==> src/hw/rtl/spf_pkg.sv <==
`timescale 1ns / 1ps
// Shared types and codes of the SPI receive deframer.
// No dependencies; used by the controller, output register and top level.
package spf_pkg;

  localparam logic [3:0] ST_OK        = 4'd0;
  localparam logic [3:0] ST_PKT_LONG  = 4'd1;
  localparam logic [3:0] ST_PKT_SHORT = 4'd2;
  localparam logic [3:0] ST_SOF_BAD   = 4'd3;
  localparam logic [3:0] ST_EOF_BAD   = 4'd4;
  localparam logic [3:0] ST_ETH_SHORT = 4'd5;
  localparam logic [3:0] ST_ETH_LONG  = 4'd6;
  localparam logic [3:0] ST_RESYNC    = 4'd7;
  localparam logic [3:0] ST_FLUSHED   = 4'd8;

  localparam logic [1:0] RT_HOMEPLUG = 2'd0;
  localparam logic [1:0] RT_IPV6     = 2'd1;
  localparam logic [1:0] RT_IPV4     = 2'd2;
  localparam logic [1:0] RT_OTHER    = 2'd3;

  localparam logic [15:0] ET_HOMEPLUG = 16'h88E1;
  localparam logic [15:0] ET_IPV6     = 16'h86DD;
  localparam logic [15:0] ET_IPV4     = 16'h0800;

  localparam logic [7:0] SOF_BYTE = 8'hAA;
  localparam logic [7:0] EOF_BYTE = 8'h55;

  localparam int HDR_READ  = 10;
  localparam int HDR_BYTES = 12;
  localparam int ET_OFS    = 24;

  localparam logic [1:0] REG_MAX_PKT = 2'd0;
  localparam logic [1:0] REG_MIN_BUF = 2'd1;
  localparam logic [1:0] REG_MIN_ETH = 2'd2;

  typedef struct packed {
    logic [3:0]  status;
    logic [15:0] eth_length;
    logic [15:0] ether_type;
    logic [1:0]  route;
    logic [10:0] skipped_bytes;
    logic        ipv6_seen;
    logic        last;
  } rep_t;

  typedef struct packed {
    logic [10:0] max_packet_len;
    logic [10:0] min_buffer_len;
    logic [10:0] min_eth_len;
  } cfg_t;

endpackage

==> src/hw/rtl/spf_outreg.sv <==
`timescale 1ns / 1ps
// Output register of the report stream.
// Depends on spf_pkg for the report type.
module spf_outreg (
  input  logic         clk,
  input  logic         rst_n,
  input  logic         push,
  input  spf_pkg::rep_t push_rep,
  output logic         free,
  input  logic         ready,
  output logic         valid,
  output spf_pkg::rep_t rep
);

  logic          valid_r;
  spf_pkg::rep_t rep_r;

  assign free  = !valid_r || ready;
  assign valid = valid_r;
  assign rep   = rep_r;

  always_ff @(posedge clk) begin
    if (!rst_n) begin
      valid_r <= 1'b0;
    end else if (push) begin
      valid_r <= 1'b1;
    end else if (ready) begin
      valid_r <= 1'b0;
    end
  end

  always_ff @(posedge clk) begin
    if (push) begin
      rep_r <= push_rep;
    end
  end

endmodule

==> config.mk <==
export PLATFORM = sky130hd
export DESIGN_NAME = spf_outreg
export DESIGN_NICKNAME = d
export VERILOG_FILES = /design/src/hw/rtl/spf_pkg.sv /design/src/hw/rtl/spf_outreg.sv
export SDC_FILE = /design/constraint.sdc
export NUM_CORES = 1
export LEC_CHECK = 0
export BUFFER_PORTS_ARGS = -buffer_cell sky130_fd_sc_hd__buf_2
export CAP_MARGIN = 20
export CORE_MARGIN = 2
export CORE_UTILIZATION = 43
export DETAILED_ROUTE_END_ITERATION = 10
export PLACE_DENSITY = 0.83
export SYNTH_ARGS = -nofsm -noshare
export SYNTH_HDL_FRONTEND = slang
export SYNTH_SLANG_ARGS = --single-unit
==> constraint.sdc <==
create_clock -name clk -period 0.95 [get_ports clk]
set_input_delay 0.095 -clock clk [delete_from_list [all_inputs] [get_ports clk]]
set_output_delay 0.095 -clock clk [all_outputs]
set_load 0.01 [all_outputs]
After elaboration in Yosys (flattened, before gate mapping):

Index checks and enable logic that the tools add are counted.

* bits of input ports: 55
* flip-flop bits (word level): 52
* output and inout bits: 53

* muxes and demuxes: 2
* reductions and logical operators: 3

Operator list (count)
* 1-bit 2-to-1 mux: 2
* 2-bit nonzero test: 1
* 1-bit zero test: 1
* 1-bit logical OR: 1

Depth between registers and ports, before layout:

* depth in word-level cells: 2
* mapped depth: 2
* mapped depth without buffers: 2

Worst setup path after synthesis:

OpenSTA, ideal clock, no wires.

* path kind: register -> register
* from: reg, netlist name valid
* to: reg valid_r, in the netlist valid
* clock period less this slack: 0.664 ns
* arrival time: 0.598 ns
* path slack: 0.286 ns
* library setup time: 0.066 ns
* buffers on the path: 0
* data required time: 0.884 ns
* stages on the path, launching flop included: 3
* path through: dfxtp_1 -> nand2b_4 -> a21boi_2

RTL lines
* to (signal assigned): line spf_outreg.sv:24 `valid_r <= 1'b0;`
* to (signal assigned): line spf_outreg.sv:26 `valid_r <= 1'b1;`
* to (signal assigned): line spf_outreg.sv:28 `valid_r <= 1'b0;`
* to (decl): line spf_outreg.sv:15 `logic valid_r;`

Worst setup path after layout:

* from: reg rep_r, in the netlist rep[13]
* to: out rep[13] (netlist name)

RTL lines
* from (decl): line spf_outreg.sv:16 `spf_pkg::rep_t rep_r;`
* from (signal assigned): line spf_outreg.sv:34 `rep_r <= push_rep;`
* to (decl): line spf_outreg.sv:12 `output spf_pkg::rep_t rep`

No word-level cell between the ends.

==> impl_metrics.yaml <==
floorplan:
  die_y_um: 64.6
  die_w_um: 64.6
  die-area_um2: 4180
  rows: 22
  pin_count: 108
  coreArea_um2: 3610
  start_util_pct: 43.8
final_layout:
  fin_nets: 277
  area_growth_pct: 78.5
  stdcell_count: 271
  design_area_um2: 2820
  antennaDiodeCount: 0
  fin_util_pct: 78.2
  n_fill_cell: 192
  drive_gt1_share_pct: 53.4
run_status:
  violations: "setup timing"
  outcome: "complete, but fails checks"
timing:
  setup_ws_ns: -0.0344
  rsz0062_at_grt: "yes"
  setup_tns_ns: -0.0349
  setup_violations: 2
  fin_crit_ns: 0.984
  period_share_pct: 104
  maxSlewViolCount: 0
  finalHoldViolations: 0
  max_slew.worst_pin.slew_ns: 0.146
  slew_headroom_pct: 90.2
  fmax_mhz: 1020
  finClkSkew_ns: 0
power_and_ir_drop:
  swShare_pct: 22.2
  combPwrFrac_pct: 13.7
  p_clk_share_pct: 26.0
  ir_drop_mv: 1.17
  pwr-share-seq_pct: 60.3
  power_density_nw_per_um2: 1630
  p_int_mw: 3.58
  p_switching_mw: 1.02
  p_leak_nw: 1.22
critical_path:
  crit_arrival_ns: 0.89
  rrSetupSlack_ns: 0.36
  cp_top_family: "flip-flops"
  reg2reg_from: "valid"
  end_kind: "primary output"
  path_buf_inv: 1
  cp_slowest_cell: "edfxtp_1"
  crit_chain: "buf_2"
  cp_data_required_time_ns: 0.85
  critPathMaxStageDelay_ns: 0.43
  critPathKind: "flop to primary output"
  path_max_fanout: 1
  r2r_end: "valid"
  reg2reg_depth: 2
  cp-start-kind: "flop"
global_routing:
  grt_pass1_wl_um: 6360
  antenna_found_initial: 0
  grt.overflow.total: 0
  grt_pass1_vias: 1248
  grt_max_degree: 29
  grt_usage_pct: 22.2
hold_path:
  min_path_type: "input port to flop"
  hold_path_end: "valid"
  hold_depth: 2
  hold_start: "rst_n"
placement:
  placed_cell_area_um2: 2220
  gp_congestion: 0.657
  port_buffers: 107
  dp_cells: 212
  dp_slack_ns: 0.198
flow_run:
  drv_cap: 0
synth:
  ys_warn_count: 0
  synthMuxAreaShare_pct: 0
  synthDominantCellAreaShare_pct: 96.9
  ys.flop_type: "edfxtp_1"
  syn-num-nets: 110
  ys_async_sr_fraction_pct: 0
  synth.distinct_cells: 5
  synth_edf_count: 51
  synth.most_common_cell: "edfxtp_1"
  ys_ff_latch: 52
  synth_compound_area_share_pct: 0.713
  synth_area_leader_cell: "edfxtp_1"
  syn-mean-instance-area_um2: 28.7
  synth_fa_ha_area_share_pct: 0
  synth.area.top_cells: "edfxtp_1 (97%), dfxtp_1 (1.3%), nand2b_4 (0.87%)"
  ys_seq_area_share_pct: 98.2
  synth_top_family_by_area: "simple AND/OR/NAND/NOR gates"
  synth_xor_area_share_pct: 0
  netlist_top_cells_count: "edfxtp_1 (51), a21boi_2 (1), dfxtp_1 (1), inv_1 (1), nand2b_4 (1)"
  synthesis.area_um2: 1580
  syn_inst: 55
  synth-simple-area-share_pct: 0.871
detailed_routing:
  drt-vias-per-instance: 4.49
  first_iter_violations: 57
  ant_nets: 0
  wl_per_cell_um: 16.2
  vias: 1217
  drc: 0
  first_pass_iters: 4
  wirelength_um: 4390
clock_tree:
  root_buffer: "clkbuf_8"
  cts_max_path_buffers: 2
  htree_levels: 2
  numClockSinks: 52
  clk_latency_ns: 0.29
  clk_pin_slew_ns: 0.09
  cts_buffers: 5
  cts_tree: "yes"
==> sequential cells by signal, indices dropped and copies added, names as in the netlist <==
signal	cells
rep	51
valid	1
==> power groups by stage <==
stage / Clock [mW] / Sequential [mW] / Combinational (mW)
after CTS: 1.20 / 2.76 / 0.611
after global routing: 1.32 / 2.79 / 0.672
after detailed placement: 0 / 2.81 / 0.448
after global placement: 0 / 2.80 / 0.436
after floorplan: 0 / 2.92 / 0.00943
final: 1.19 / 2.77 / 0.631
==> logic make-up (layout without fill, tap and decap cells) <==
kind of cell / count (synthesis) / count (layout)
AO/OA/AOI/OAI: 1 / 1
buffers and inverters: 1 / 169
flip-flops: 52 / 52
AND/OR/NAND/NOR: 1 / 1
==> per-layer routing <==
metal	vias up	share of wire [%]	global-route usage, %
met5	-	0	0
met1	586	37	23.2
li1	550	-	-
met3	10	6.9	8.33
met4	0	2.4	9.04
met2	71	54	40.0
==> stage by stage <==
stage | power, mW | hold WS (ns)
2_1_floorplan | 2.93 | 0.194
3_3_place_gp | 3.24 | 0.271
3_5_place_dp | 3.26 | 0.274
4_1_cts | 4.57 | 0.0314
5_1_grt | 4.78 | 0.0225
6_report | 4.60 | 0.0348
==> worst max path at each step <==
stage / startpoint / endpoint / depth (start not counted) / slack [ns]
after detailed placement: push / rep[12] / 2 / 0.20
after global placement: push / rep[28] / 2 / 0.22
after CTS: rep[32] / rep[32] / 1 / -0.0004
after floorplan: valid / valid / 2 / 0.29
after global routing: rep[13] / rep[13] / 1 / -0.06
final: rep[13] / rep[13] / 1 / -0.03
==> timing repair <==
action	in CTS	in global routing
gates resized for setup	1	1
buffers inserted	0	0
hold buffers	51	0
endpoints found under the hold margin	51	0
cloned	0	0
endpoints found under the setup margin	2	38
==> cell usage in the layout, fill, tap and decap left out <==
cell type | Yosys | layout
buf_6 | 0 | 1
clkinv_1 | 0 | 1
edfxtp_1 | 51 | 51
clkinvlp_4 | 0 | 2
a21boi_2 | 1 | 1
inv_1 | 1 | 1
buf_12 | 0 | 2
nand2b_4 | 1 | 1
clkbuf_8 | 0 | 5
dfxtp_2 | 0 | 1
dlygate4sd3_1 | 0 | 51
buf_2 | 0 | 106
==> final cells by class <==
type	instances	area, um2	area share [%]
repair buffers	160	1090	38.7
clock buffers	5	68.8	2.44
multi-input cells	2	25.0	0.887
flip-flops and latches	52	1550	55.0
inverters	1	3.75	0.133
well taps	48	60.1	2.13
clock inverters	3	18.8	0.665
(Power assumes the default switching activity.)
