$ cat src/hw/rtl/spf_pkg.sv
`timescale 1ns / 1ps
// Shared types and codes of the SPI receive deframer.
// No dependencies; used by the controller, output register and top level.
package spf_pkg;

  localparam logic [3:0] ST_OK        = 4'd0;
  localparam logic [3:0] ST_PKT_LONG  = 4'd1;
  localparam logic [3:0] ST_PKT_SHORT = 4'd2;
  localparam logic [3:0] ST_SOF_BAD   = 4'd3;
  localparam logic [3:0] ST_EOF_BAD   = 4'd4;
  localparam logic [3:0] ST_ETH_SHORT = 4'd5;
  localparam logic [3:0] ST_ETH_LONG  = 4'd6;
  localparam logic [3:0] ST_RESYNC    = 4'd7;
  localparam logic [3:0] ST_FLUSHED   = 4'd8;

  localparam logic [1:0] RT_HOMEPLUG = 2'd0;
  localparam logic [1:0] RT_IPV6     = 2'd1;
  localparam logic [1:0] RT_IPV4     = 2'd2;
  localparam logic [1:0] RT_OTHER    = 2'd3;

  localparam logic [15:0] ET_HOMEPLUG = 16'h88E1;
  localparam logic [15:0] ET_IPV6     = 16'h86DD;
  localparam logic [15:0] ET_IPV4     = 16'h0800;

  localparam logic [7:0] SOF_BYTE = 8'hAA;
  localparam logic [7:0] EOF_BYTE = 8'h55;

  localparam int HDR_READ  = 10;
  localparam int HDR_BYTES = 12;
  localparam int ET_OFS    = 24;

  localparam logic [1:0] REG_MAX_PKT = 2'd0;
  localparam logic [1:0] REG_MIN_BUF = 2'd1;
  localparam logic [1:0] REG_MIN_ETH = 2'd2;

  typedef struct packed {
    logic [3:0]  status;
    logic [15:0] eth_length;
    logic [15:0] ether_type;
    logic [1:0]  route;
    logic [10:0] skipped_bytes;
    logic        ipv6_seen;
    logic        last;
  } rep_t;

  typedef struct packed {
    logic [10:0] max_packet_len;
    logic [10:0] min_buffer_len;
    logic [10:0] min_eth_len;
  } cfg_t;

endpackage

$ cat src/hw/rtl/spf_ctrl.sv
`timescale 1ns / 1ps
// Parse sequencer: keeps the ring pointers and walks the frame store byte by byte.
// Depends on spf_pkg; drives spf_store and spf_outreg.
module spf_ctrl #(
  parameter int DEPTH = 2048,
  parameter int MAXR  = 16,
  parameter int AW    = $clog2(DEPTH),
  parameter int FW    = $clog2(DEPTH + 1),
  parameter int NW    = $clog2(MAXR + 1)
) (
  input  logic          clk,
  input  logic          rst_n,
  input  spf_pkg::cfg_t cfg,
  input  logic          in_valid,
  output logic          in_ready,
  input  logic          in_func,
  input  logic [7:0]    in_byte,
  output logic          we,
  output logic [AW-1:0] waddr,
  output logic [7:0]    wdata,
  output logic          re,
  output logic [AW-1:0] raddr,
  input  logic [7:0]    rdata,
  output logic          push,
  output spf_pkg::rep_t push_rep,
  input  logic          out_free
);

  localparam logic [4:0] S_IDLE = 5'd0;
  localparam logic [4:0] S_TOP  = 5'd1;
  localparam logic [4:0] S_HRD  = 5'd2;
  localparam logic [4:0] S_HCAP = 5'd3;
  localparam logic [4:0] S_CHK  = 5'd4;
  localparam logic [4:0] S_EI1  = 5'd5;
  localparam logic [4:0] S_EC1  = 5'd6;
  localparam logic [4:0] S_EI2  = 5'd7;
  localparam logic [4:0] S_EC2  = 5'd8;
  localparam logic [4:0] S_CHK2 = 5'd9;
  localparam logic [4:0] S_TI1  = 5'd10;
  localparam logic [4:0] S_TC1  = 5'd11;
  localparam logic [4:0] S_TI2  = 5'd12;
  localparam logic [4:0] S_TC2  = 5'd13;
  localparam logic [4:0] S_EMIT = 5'd14;
  localparam logic [4:0] S_SCI  = 5'd15;
  localparam logic [4:0] S_SCC  = 5'd16;
  localparam logic [4:0] S_DONE = 5'd17;

  logic [4:0]    state_r, state_nxt, tgt_r, tgt_nxt;
  logic [AW-1:0] head_r, head_nxt;
  logic [FW-1:0] fill_r, fill_nxt, k_r, k_nxt, t_r, t_nxt;
  logic          ipv6_r, ipv6_nxt, held_v_r, held_v_nxt, pend_v_r, pend_v_nxt;
  logic [3:0]    held_st_r, held_st_nxt, st_r, st_nxt;
  logic [FW-1:0] held_sk_r, held_sk_nxt;
  logic [NW-1:0] n_r, n_nxt;
  logic [31:0]   pl_r, pl_nxt;
  logic          mk_bad_r, mk_bad_nxt, e_bad_r, e_bad_nxt;
  logic [15:0]   eth_r, eth_nxt;
  logic [7:0]    hi_r, hi_nxt;
  logic [2:0]    run_r, run_nxt;
  spf_pkg::rep_t rep_r, rep_nxt, pend_r, pend_nxt;

  function automatic logic [AW-1:0] wrap(input logic [AW-1:0] h, input logic [FW-1:0] o);
    logic [AW+1:0] s;
    s = (AW+2)'(h) + (AW+2)'(o);
    if (s >= (AW+2)'(DEPTH)) s = s - (AW+2)'(DEPTH);
    return s[AW-1:0];
  endfunction

  function automatic logic [10:0] sat(input logic [FW-1:0] x);
    return (32'(x) > 32'd2047) ? 11'h7FF : 11'(x);
  endfunction

  // Read offset for each issuing state.
  logic [FW-1:0] rd_off;
  always_comb begin
    re     = 1'b0;
    rd_off = k_r;
    case (state_r)
      S_HRD: re = 1'b1;
      S_SCI: re = (k_r < fill_r);
      S_EI1: begin re = 1'b1; rd_off = t_r - FW'(2); end
      S_EI2: begin re = 1'b1; rd_off = t_r - FW'(1); end
      S_TI1: begin re = 1'b1; rd_off = FW'(spf_pkg::ET_OFS); end
      S_TI2: begin re = 1'b1; rd_off = FW'(spf_pkg::ET_OFS + 1); end
      default: re = 1'b0;
    endcase
  end
  assign raddr    = wrap(head_r, rd_off);
  assign in_ready = (state_r == S_IDLE);
  assign waddr    = wrap(head_r, fill_r);
  assign wdata    = in_byte;
  assign we       = in_valid && in_ready && !in_func && (fill_r < FW'(DEPTH));

  logic [32:0] tw;
  logic        c1, c2, c4, c5, c6;
  logic [15:0] et;
  logic [7:0]  lo;
  logic [1:0]  rt;
  logic        nv6;
  logic [FW-1:0] skip_i;

  always_comb begin
    state_nxt   = state_r;
    tgt_nxt     = tgt_r;
    head_nxt    = head_r;
    fill_nxt    = fill_r;
    k_nxt       = k_r;
    t_nxt       = t_r;
    ipv6_nxt    = ipv6_r;
    held_v_nxt  = held_v_r;
    held_st_nxt = held_st_r;
    held_sk_nxt = held_sk_r;
    pend_v_nxt  = pend_v_r;
    pend_nxt    = pend_r;
    st_nxt      = st_r;
    n_nxt       = n_r;
    pl_nxt      = pl_r;
    mk_bad_nxt  = mk_bad_r;
    e_bad_nxt   = e_bad_r;
    eth_nxt     = eth_r;
    hi_nxt      = hi_r;
    run_nxt     = run_r;
    rep_nxt     = rep_r;
    push        = 1'b0;
    push_rep    = pend_r;
    tw  = {1'b0, pl_r} + 33'd4;
    c1  = (pl_r > 32'(cfg.max_packet_len)) || (tw > 33'(DEPTH));
    c2  = (cfg.min_buffer_len >= 11'd4) && (pl_r < 32'(cfg.min_buffer_len - 11'd4));
    c4  = e_bad_r;
    c5  = eth_r < 16'(cfg.min_eth_len);
    c6  = eth_r > 16'(cfg.max_packet_len);
    lo  = (FW'(spf_pkg::ET_OFS + 1) < t_r) ? rdata : 8'd0;
    et  = {hi_r, lo};
    rt  = spf_pkg::RT_OTHER;
    nv6 = ipv6_r;
    if (et == spf_pkg::ET_HOMEPLUG) rt = spf_pkg::RT_HOMEPLUG;
    else if (et == spf_pkg::ET_IPV6) begin rt = spf_pkg::RT_IPV6; nv6 = 1'b1; end
    else if (et == spf_pkg::ET_IPV4) rt = spf_pkg::RT_IPV4;
    skip_i = k_r - FW'(7);

    case (state_r)
      S_IDLE: begin
        if (in_valid) begin
          n_nxt = '0;
          if (in_func) begin
            rep_nxt = '{status: spf_pkg::ST_FLUSHED, eth_length: 16'd0, ether_type: 16'd0,
                        route: 2'd0, skipped_bytes: sat(fill_r), ipv6_seen: ipv6_r,
                        last: 1'b0};
            fill_nxt   = '0;
            held_v_nxt = 1'b0;
            tgt_nxt    = S_DONE;
            state_nxt  = S_EMIT;
          end else begin
            if (fill_r < FW'(DEPTH)) fill_nxt = fill_r + FW'(1);
            state_nxt = S_TOP;
          end
        end
      end
      S_TOP: begin
        // The report budget of one word is spent; the rest waits for the next word.
        if (n_r == NW'(MAXR)) begin
          state_nxt = S_DONE;
        end else if (held_v_r) begin
          rep_nxt = '{status: held_st_r, eth_length: 16'd0, ether_type: 16'd0,
                      route: 2'd0, skipped_bytes: sat(held_sk_r), ipv6_seen: ipv6_r,
                      last: 1'b0};
          held_v_nxt = 1'b0;
          tgt_nxt    = S_TOP;
          state_nxt  = S_EMIT;
        end else if ((32'(fill_r) < 32'(cfg.min_buffer_len)) ||
                     (fill_r < FW'(spf_pkg::HDR_BYTES))) begin
          state_nxt = S_DONE;
        end else begin
          k_nxt      = '0;
          mk_bad_nxt = 1'b0;
          state_nxt  = S_HRD;
        end
      end
      S_HRD: state_nxt = S_HCAP;
      S_HCAP: begin
        if (k_r < FW'(4)) pl_nxt = {pl_r[23:0], rdata};
        else if (k_r < FW'(8)) mk_bad_nxt = mk_bad_r || (rdata != spf_pkg::SOF_BYTE);
        else if (k_r == FW'(8)) eth_nxt = {eth_r[15:8], rdata};
        else eth_nxt = {rdata, eth_r[7:0]};
        k_nxt     = k_r + FW'(1);
        state_nxt = (k_r == FW'(spf_pkg::HDR_READ - 1)) ? S_CHK : S_HRD;
      end
      S_CHK: begin
        t_nxt = FW'(tw);
        if (c1) begin st_nxt = spf_pkg::ST_PKT_LONG; state_nxt = S_CHK2; end
        else if (c2) begin st_nxt = spf_pkg::ST_PKT_SHORT; state_nxt = S_CHK2; end
        else if (mk_bad_r) begin st_nxt = spf_pkg::ST_SOF_BAD; state_nxt = S_CHK2; end
        else if (33'(fill_r) < tw) state_nxt = S_DONE;
        else begin st_nxt = spf_pkg::ST_OK; state_nxt = S_EI1; end
      end
      S_EI1: state_nxt = S_EC1;
      S_EC1: begin e_bad_nxt = (rdata != spf_pkg::EOF_BYTE); state_nxt = S_EI2; end
      S_EI2: state_nxt = S_EC2;
      S_EC2: begin
        e_bad_nxt = e_bad_r || (rdata != spf_pkg::EOF_BYTE);
        state_nxt = S_CHK2;
      end
      S_CHK2: begin
        // Header errors arrive here with st_r already set; end and length checks follow.
        if (st_r == spf_pkg::ST_OK) begin
          if (c4) st_nxt = spf_pkg::ST_EOF_BAD;
          else if (c5) st_nxt = spf_pkg::ST_ETH_SHORT;
          else if (c6) st_nxt = spf_pkg::ST_ETH_LONG;
        end
        if ((st_r == spf_pkg::ST_OK) && !c4 && !c5 && !c6) begin
          state_nxt = S_TI1;
        end else begin
          rep_nxt = '{status: (st_r != spf_pkg::ST_OK) ? st_r :
                              (c4 ? spf_pkg::ST_EOF_BAD :
                               (c5 ? spf_pkg::ST_ETH_SHORT : spf_pkg::ST_ETH_LONG)),
                      eth_length: eth_r, ether_type: 16'd0, route: 2'd0,
                      skipped_bytes: 11'd0, ipv6_seen: ipv6_r, last: 1'b0};
          k_nxt     = FW'(5);
          run_nxt   = '0;
          tgt_nxt   = S_SCI;
          state_nxt = S_EMIT;
        end
      end
      S_TI1: state_nxt = S_TC1;
      S_TC1: begin
        hi_nxt    = (FW'(spf_pkg::ET_OFS) < t_r) ? rdata : 8'd0;
        state_nxt = S_TI2;
      end
      S_TI2: state_nxt = S_TC2;
      S_TC2: begin
        ipv6_nxt = nv6;
        rep_nxt  = '{status: spf_pkg::ST_OK, eth_length: eth_r, ether_type: et, route: rt,
                     skipped_bytes: 11'd0, ipv6_seen: nv6, last: 1'b0};
        head_nxt  = wrap(head_r, t_r);
        fill_nxt  = fill_r - t_r;
        tgt_nxt   = S_TOP;
        state_nxt = S_EMIT;
      end
      S_EMIT: begin
        if (!pend_v_r || out_free) begin
          push       = pend_v_r;
          pend_nxt   = rep_r;
          pend_v_nxt = 1'b1;
          n_nxt      = n_r + NW'(1);
          if ((tgt_r == S_TOP) && (n_r + NW'(1) == NW'(MAXR))) state_nxt = S_DONE;
          else state_nxt = tgt_r;
        end
      end
      S_SCI: begin
        if (k_r >= fill_r) begin
          held_v_nxt  = 1'b1;
          held_st_nxt = spf_pkg::ST_FLUSHED;
          held_sk_nxt = fill_r;
          fill_nxt    = '0;
          state_nxt   = S_TOP;
        end else begin
          state_nxt = S_SCC;
        end
      end
      S_SCC: begin
        if ((rdata == spf_pkg::SOF_BYTE) && (run_r == 3'd3)) begin
          // Four marker bytes end at offset k, so the frame starts at k - 7.
          head_nxt    = wrap(head_r, skip_i);
          fill_nxt    = fill_r - skip_i;
          held_v_nxt  = 1'b1;
          held_st_nxt = spf_pkg::ST_RESYNC;
          held_sk_nxt = skip_i;
          state_nxt   = S_TOP;
        end else begin
          run_nxt   = (rdata == spf_pkg::SOF_BYTE) ? run_r + 3'd1 : 3'd0;
          k_nxt     = k_r + FW'(1);
          state_nxt = S_SCI;
        end
      end
      S_DONE: begin
        push_rep      = pend_r;
        push_rep.last = 1'b1;
        if (!pend_v_r) begin
          state_nxt = S_IDLE;
        end else if (out_free) begin
          push       = 1'b1;
          pend_v_nxt = 1'b0;
          state_nxt  = S_IDLE;
        end
      end
      default: state_nxt = S_IDLE;
    endcase
  end

  always_ff @(posedge clk) begin
    if (!rst_n) begin
      state_r  <= S_IDLE;
      head_r   <= '0;
      fill_r   <= '0;
      ipv6_r   <= 1'b0;
      held_v_r <= 1'b0;
      pend_v_r <= 1'b0;
      n_r      <= '0;
    end else begin
      state_r  <= state_nxt;
      head_r   <= head_nxt;
      fill_r   <= fill_nxt;
      ipv6_r   <= ipv6_nxt;
      held_v_r <= held_v_nxt;
      pend_v_r <= pend_v_nxt;
      n_r      <= n_nxt;
    end
  end

  always_ff @(posedge clk) begin
    tgt_r     <= tgt_nxt;
    k_r       <= k_nxt;
    t_r       <= t_nxt;
    held_st_r <= held_st_nxt;
    held_sk_r <= held_sk_nxt;
    pend_r    <= pend_nxt;
    st_r      <= st_nxt;
    pl_r      <= pl_nxt;
    mk_bad_r  <= mk_bad_nxt;
    e_bad_r   <= e_bad_nxt;
    eth_r     <= eth_nxt;
    hi_r      <= hi_nxt;
    run_r     <= run_nxt;
    rep_r     <= rep_nxt;
  end

  a_fill_bound: assert property (@(posedge clk) disable iff (!rst_n)
    fill_r <= FW'(DEPTH)) else $error("fill exceeds store depth");
  a_head_bound: assert property (@(posedge clk) disable iff (!rst_n)
    32'(head_r) < DEPTH) else $error("head pointer out of range");
  a_idle_clean: assert property (@(posedge clk) disable iff (!rst_n)
    in_ready |-> !pend_v_r) else $error("report pending while idle");
  a_report_cap: assert property (@(posedge clk) disable iff (!rst_n)
    32'(n_r) <= MAXR) else $error("too many reports for one word");
  a_no_write_parse: assert property (@(posedge clk) disable iff (!rst_n)
    re |-> !we) else $error("store written during parse");

endmodule

$ cat config.mk
export PLATFORM = sky130hd
export DESIGN_NAME = spf_ctrl
export DESIGN_NICKNAME = d
export VERILOG_FILES = /design/src/hw/rtl/spf_pkg.sv /design/src/hw/rtl/spf_ctrl.sv
export SDC_FILE = /design/constraint.sdc
export NUM_CORES = 1
export LEC_CHECK = 0
export ABC_AREA = 0
export BUFFER_PORTS_ARGS = -buffer_cell sky130_fd_sc_hd__buf_2
export CAP_MARGIN = 20
export CORE_MARGIN = 3
export CORE_UTILIZATION = 61
export DETAILED_ROUTE_END_ITERATION = 10
export GPL_TIMING_DRIVEN = 0
export PLACE_DENSITY = 0.93
export SLEW_MARGIN = 10
export SYNTH_ARGS = -nofsm -noshare
export SYNTH_HDL_FRONTEND = slang
export SYNTH_SLANG_ARGS = --single-unit
$ cat constraint.sdc
create_clock -name clk -period 8.8 [get_ports clk]
set_input_delay 2.64 -clock clk [delete_from_list [all_inputs] [get_ports clk]]
set_output_delay 2.64 -clock clk [all_outputs]
set_load 0.005 [all_outputs]
## After elaboration in Yosys (flattened, before gate mapping)

Cells that the tools add are included.

- $add $sub $neg: 19
- Multiply operators: 0
- Div/mod/pow operators: 0
- $lt $le $gt $ge: 22
- Equal/unequal tests: 47
- Shift operators: 0
- Mux-type cells: 105
- Bitwise logic cells: 3
- Reduce and logical (&&, ||, !) cells: 51

Operator list:

| operator | number |
|---|---|
| 51-bit two-way mux | 5 |
| 51-bit case mux with 4 select lines | 1 |
| 12-bit two-way mux | 12 |
| 12-bit case mux with 4 select lines | 3 |
| 5-bit two-way mux | 20 |
| 5-bit case mux with 18 select lines | 1 |
| 11-bit two-way mux | 7 |
| 11-bit by 12-bit adder with 13-bit output | 4 |
| 13-bit by 12-bit greater-or-equal comparator with 1-bit output (second input constant) | 4 |
| 4-bit two-way mux | 13 |
| 11-bit by 1-bit subtractor with 11-bit output (second input constant) | 4 |
| 5-bit by 4-bit equality test with 1-bit output (second input constant) | 8 |
| 32-bit by 3-bit adder with 33-bit output (second input constant) | 1 |
| 33-bit by 12-bit > comparator with 1-bit output (second input constant) | 1 |
| 12-bit by 33-bit less-than comparator with 1-bit output | 1 |
| 16-bit equality test (second input constant) | 2 |
| 32-bit by 11-bit > comparator with 1-bit output | 1 |
| 32-bit less-than comparator | 1 |
| 2-bit inequality test (second input constant) | 13 |
| 12-bit by 1-bit adder with 12-bit output (second input constant) | 2 |
| 12-bit by 4-bit equality test with 1-bit output (second input constant) | 2 |
| 12-bit by 11-bit > comparator with 1-bit output (second input constant) | 2 |
| 12-bit by 4-bit less-than comparator with 1-bit output (second input constant) | 2 |
| 5-bit by 12-bit less-than comparator with 1-bit output (first input constant) | 2 |
| 55 further kinds | 135 |

- Flip-flop bits (word level): 248
- Latch bits: 0
- Memory bits (writable): 0
- Memory bits (read-only): 0
- Input port bits: 54
- Output and inout port bits: 85
- Word-level logic and storage cells: 281
- Memories: 0

## Logic depth before layout (Yosys ltp)

- Depth in word-level cells: 7
- Depth in mapped cells: 18
- Mapped depth without buffers: 16

## Worst setup path after synthesis

No wires, ideal clock.

- Kind: input-to-reg
- Start point: input port cfg[25] (netlist name)
- End point: register rep_r[10] (netlist name), enable pin
- Setup time: 0.526 ns
- Arrival: 7.292 ns
- Data required time: 8.274 ns
- Setup slack: 0.982 ns
- Cell stages on the path: 10
- Buffers on the path: 0
- Cells stage by stage: inv_1 ha_1 and4_1 o21ai_0 o2111ai_1 a31o_2 a211o_1 or2_2 nor2_1 nor3_1

- Word-level cells in the longest chain between the ends: 5

Ends and longest elaborated chain:

| item | RTL line | text |
|---|---|---|
| start: declaration | spf_ctrl.sv:13 | `input spf_pkg::cfg_t cfg,` |
| 16-bit by 11-bit > comparator with 1-bit output | spf_ctrl.sv:131 | `c6 = eth_r > 16'(cfg.max_packet_len);` |
| 1-bit zero test | spf_ctrl.sv:210 | `if ((st_r == spf_pkg::ST_OK) && !c4 && !c5 && !c6) begin` |
| 1-bit logical AND | spf_ctrl.sv:210 |  |
| 2-bit inequality test (no source line) | -- |  |
| 6-bit AND reduction (no source line) | -- |  |
| end signal: assignment | spf_ctrl.sv:324 | `rep_r <= rep_nxt;` |
| end: declaration | spf_ctrl.sv:60 | `spf_pkg::rep_t rep_r, rep_nxt, pend_r, pend_nxt;` |

No other way between the ends.
A chain may end at the register's enable or synchronous reset.

## Worst setup path after layout

- Start point: register state_r[3]
- End point: output port raddr[10]

- Word-level cells in the longest chain between the ends: 5
- Elaborated cells between the ends (all ways): 9
- Classes of those cells: add/sub: 2; order compare: 1; eq/ne: 4; mux: 2

Ends and longest elaborated chain:

| item | RTL line | text |
|---|---|---|
| start: declaration | spf_ctrl.sv:48 | `logic [4:0] state_r, state_nxt, tgt_r, tgt_nxt;` |
| start signal: assignment | spf_ctrl.sv:300 | `state_r <= state_nxt;` |
| 5-bit by 4-bit equality test with 1-bit output / 5-bit by 3-bit equality test with 1-bit output (equally long branches) | spf_ctrl.sv:78 | `case (state_r)` |
| 12-bit case mux with 4 select lines (*) | spf_ctrl.sv:78 |  |
| 11-bit by 12-bit adder with 13-bit output (*) | spf_ctrl.sv:64 | `s = (AW+2)'(h) + (AW+2)'(o);` |
| 11-bit by 1-bit subtractor with 11-bit output / 13-bit by 12-bit greater-or-equal comparator with 1-bit output (equally long branches) | spf_ctrl.sv:65 | `if (s >= (AW+2)'(DEPTH)) s = s - (AW+2)'(DEPTH);` |
| 11-bit two-way mux (*) | spf_ctrl.sv:65 |  |
| end: declaration | spf_ctrl.sv:22 | `output logic [AW-1:0] raddr,` |

Mark *: on every way between the ends. The rest lies on a longest branch, timed or not.

==> flow_summary.yaml <==
finish:
  synthToLayoutAreaGrowth_pct: 13.6
  n_antenna_cell: 0
  fin_util: 0.710
  fillers: 1742
  seq_area_um2: 6850
  multiInputGateArea_um2: 7840
  final_nets: 1918
  final_design_area_no_fill_um2: 17400
  fin_cells: 2050
  drive_gt1_frac: 0.128
clock_tree:
  clockRootBuffer: "clkbuf_16"
  cts_sinks: 240
  clock_latency_ps: 550
  numCtsBuffers: 26
  hold_buffers: 0
  postCtsResizedCells: 0
  cts_tree: "done"
  cts_setup_buffers: 0
  clockBufferDepth: 3
  clkTransAtPathRegs_ps: 80
  h-tree-depth: 1
setup_path:
  worstPathMaxFanout: 10
  startpoint_type: "flop"
  crit_type: "reg2out"
  reg2reg_depth: 16
  arrival_ps: 4940
  critPathCaptureType: "output port"
  worstPathRequired_ps: 6160
die:
  die_y_um: 164
  fp-row-count: 57
  core-area_um2: 24500
  io_pins: 139
  initial_utilization: 0.624
  die_area_um2: 27000
  die_w_um: 164
sta:
  hold_violations: 0
  drv_slew: 0
  slew_headroom: 0.240
  skew_ps: 22.2
  period_needed_ps: 7580
  setup-violations-final: 0
  max_freq_ghz: 0.132
  worst_pin_slew_ps: 1130
  fin_crit_sh: 0.862
  grt_setup_unrepaired: "no"
power:
  ir_drop_mv: 0.169
  power_density_nw_per_um2: 230
  power_mw: 4.00
  p_int_mw: 2.62
  p_comb_frac: 0.299
  netSwitchingPower_mw: 1.38
  p_leak_nw: 6.99
  seqPwrFrac: 0.420
  switching_share: 0.345
  pwr-share-clk: 0.280
synthesis:
  synthTopCellsByCount: "204 x edfxtp_1, 154 x ha_1, 124 x nor2_1"
  async_flop_share: 0
  synth-seq-cells: 240
  yosysMostFrequentCell: "edfxtp_1"
  synth_top_area_frac: 0.401
  syn_avg_cell_area_um2: 9.95
  syn_nets: 1747
  syn_area_um2: 15300
  synth.distinct_cells: 74
  synthCells: 1535
  ys.flop_type: "edfxtp_1"
  ys_seq_area_frac: 0.448
  ys_warn_count: 0
  synth_edf_count: 204
  synth_area_leader_cell: "edfxtp_1"
  synth_area_leaders: "edfxtp_1 40%, ha_1 13%, dfxtp_1 4.7%, nor2_1 3.0%, a21oi_1 3.0%"
routing:
  num_vias: 13300
  drc: 0
  firstDrtPassIters: 6
  viasPerCell: 6.48
  wl_um: 44000
  postRouteAntennaNets: 0
  drtIter0Drc: 1438
  wl_per_cell_um: 21.5
grt:
  grt-ovfl-total: 0
  grt_pass1_wl_um: 68100
  grt_max_degree: 37
  antenna_found_initial: 1
  grt_pass1_vias: 12900
  grt_use_total: 0.322
min_path:
  hp-class: "reg2reg"
  min_path_cells: 0
place:
  io_buffer_count: 128
  placed_area_um2: 16500
  gp_congestion: 1.00
  dp_hpwl_um: 33000
  place_inst: 1999
run:
  maxCapViolations: 0
outcome:
  status: "finished clean"
==> through the flow <==
step	worst slack [ps]	hold WS, ps	setup TNS [ps]
global placement	-395	404	-20190
CTS	1250	403	0
finish	1220	402	0
global route	879	417	0
floorplan	982	400	0
detailed placement	1650	405	0
==> layout by cell type, fill, tap and decap left out, types with 49 or more instances in the layout <==
| cell | n |
|---|---|
| clkbuf_1 | 49 |
| buf_2 | 131 |
| xnor2_1 | 51 |
| and2_1 | 49 |
| ha_1 | 154 |
| nor2_1 | 123 |
| nor3_1 | 56 |
| nand2_1 | 102 |
| inv_1 | 104 |
| a21oi_1 | 92 |
| o21ai_0 | 90 |
| nand3_1 | 58 |
| edfxtp_1 | 204 |
==> power groups by stage <==
stage	clock network (mW)	registers [mW]	logic, mW
2_1_floorplan	0	1.65	0.797
3_3_place_gp	0	1.70	1.09
3_5_place_dp	0	1.69	1.16
4_1_cts	1.13	1.67	1.17
5_1_grt	1.18	1.69	1.31
6_report	1.12	1.68	1.20
==> layer usage <==
metal  up-vias  share of wire  GRT usage
met5         -        0.00030          0
met4         2          0.039      0.126
met3       159           0.11     0.0613
met2       845           0.47      0.536
met1      6227           0.38      0.417
li1       6046              -          -
==> layout make-up <==
class,count,area share
Buffer,56,0.0139
Timing Repair Buffer,143,0.0440
Clock buffer,32,0.0394
Sequential cell,240,0.394
Inverter,104,0.0225
Tap cell,324,0.0234
Multi-Input combinational cell,1135,0.451
Clock inverter,16,0.0109
==> worst paths after layout <==
kind                            startpoint    endpoint  slack [ps]
worst max-delay path            state_r[3]   raddr[10]        1220
worst min-delay path             rep_r[36]  pend_r[36]         400
worst max register to register  state_r[2]  fill_r[10]        4270
worst min register to register   rep_r[36]  pend_r[36]         400
==> kinds of logic (layout without fill, tap and decap cells) <==
logic type	Yosys count	in the layout	share of synthesized area
XOR/XNOR	75	75	0.0430
AO/OA/AOI/OAI	359	359	0.152
multiplexers	9	9	0.00606
AND/OR/NAND/NOR	534	534	0.178
adder cells (fa/ha/maj)	158	158	0.131
buffers and inverters	160	351	0.0414
flip-flops	240	240	0.448
==> state kept, by name (all words and copies together), names as in the netlist, 8 cells and up <==
name       flops
rep_r         50
held_sk_r     12
pend_r        50
head_r        11
t_r           12
pl_r          32
fill_r        12
eth_r         16
k_r           12
hi_r           8
==> worst max-delay path, cell delays in order, from the launching register on <==
cell and delay (ps):
dfxtp_1 310, clkbuf_1 390, nor2b_1 560, o21ai_0 210, a21o_1 260, clkbuf_1 230
nand2_1 130, o221ai_1 240, fa_1 500, a21o_1 170, a21oi_1 210, o21bai_1 90
a21oi_1 240, o21ai_0 210, a21o_1 210, a21oi_1 180, xnor2_1 140, buf_2 130
(Power assumes the default switching activity.)
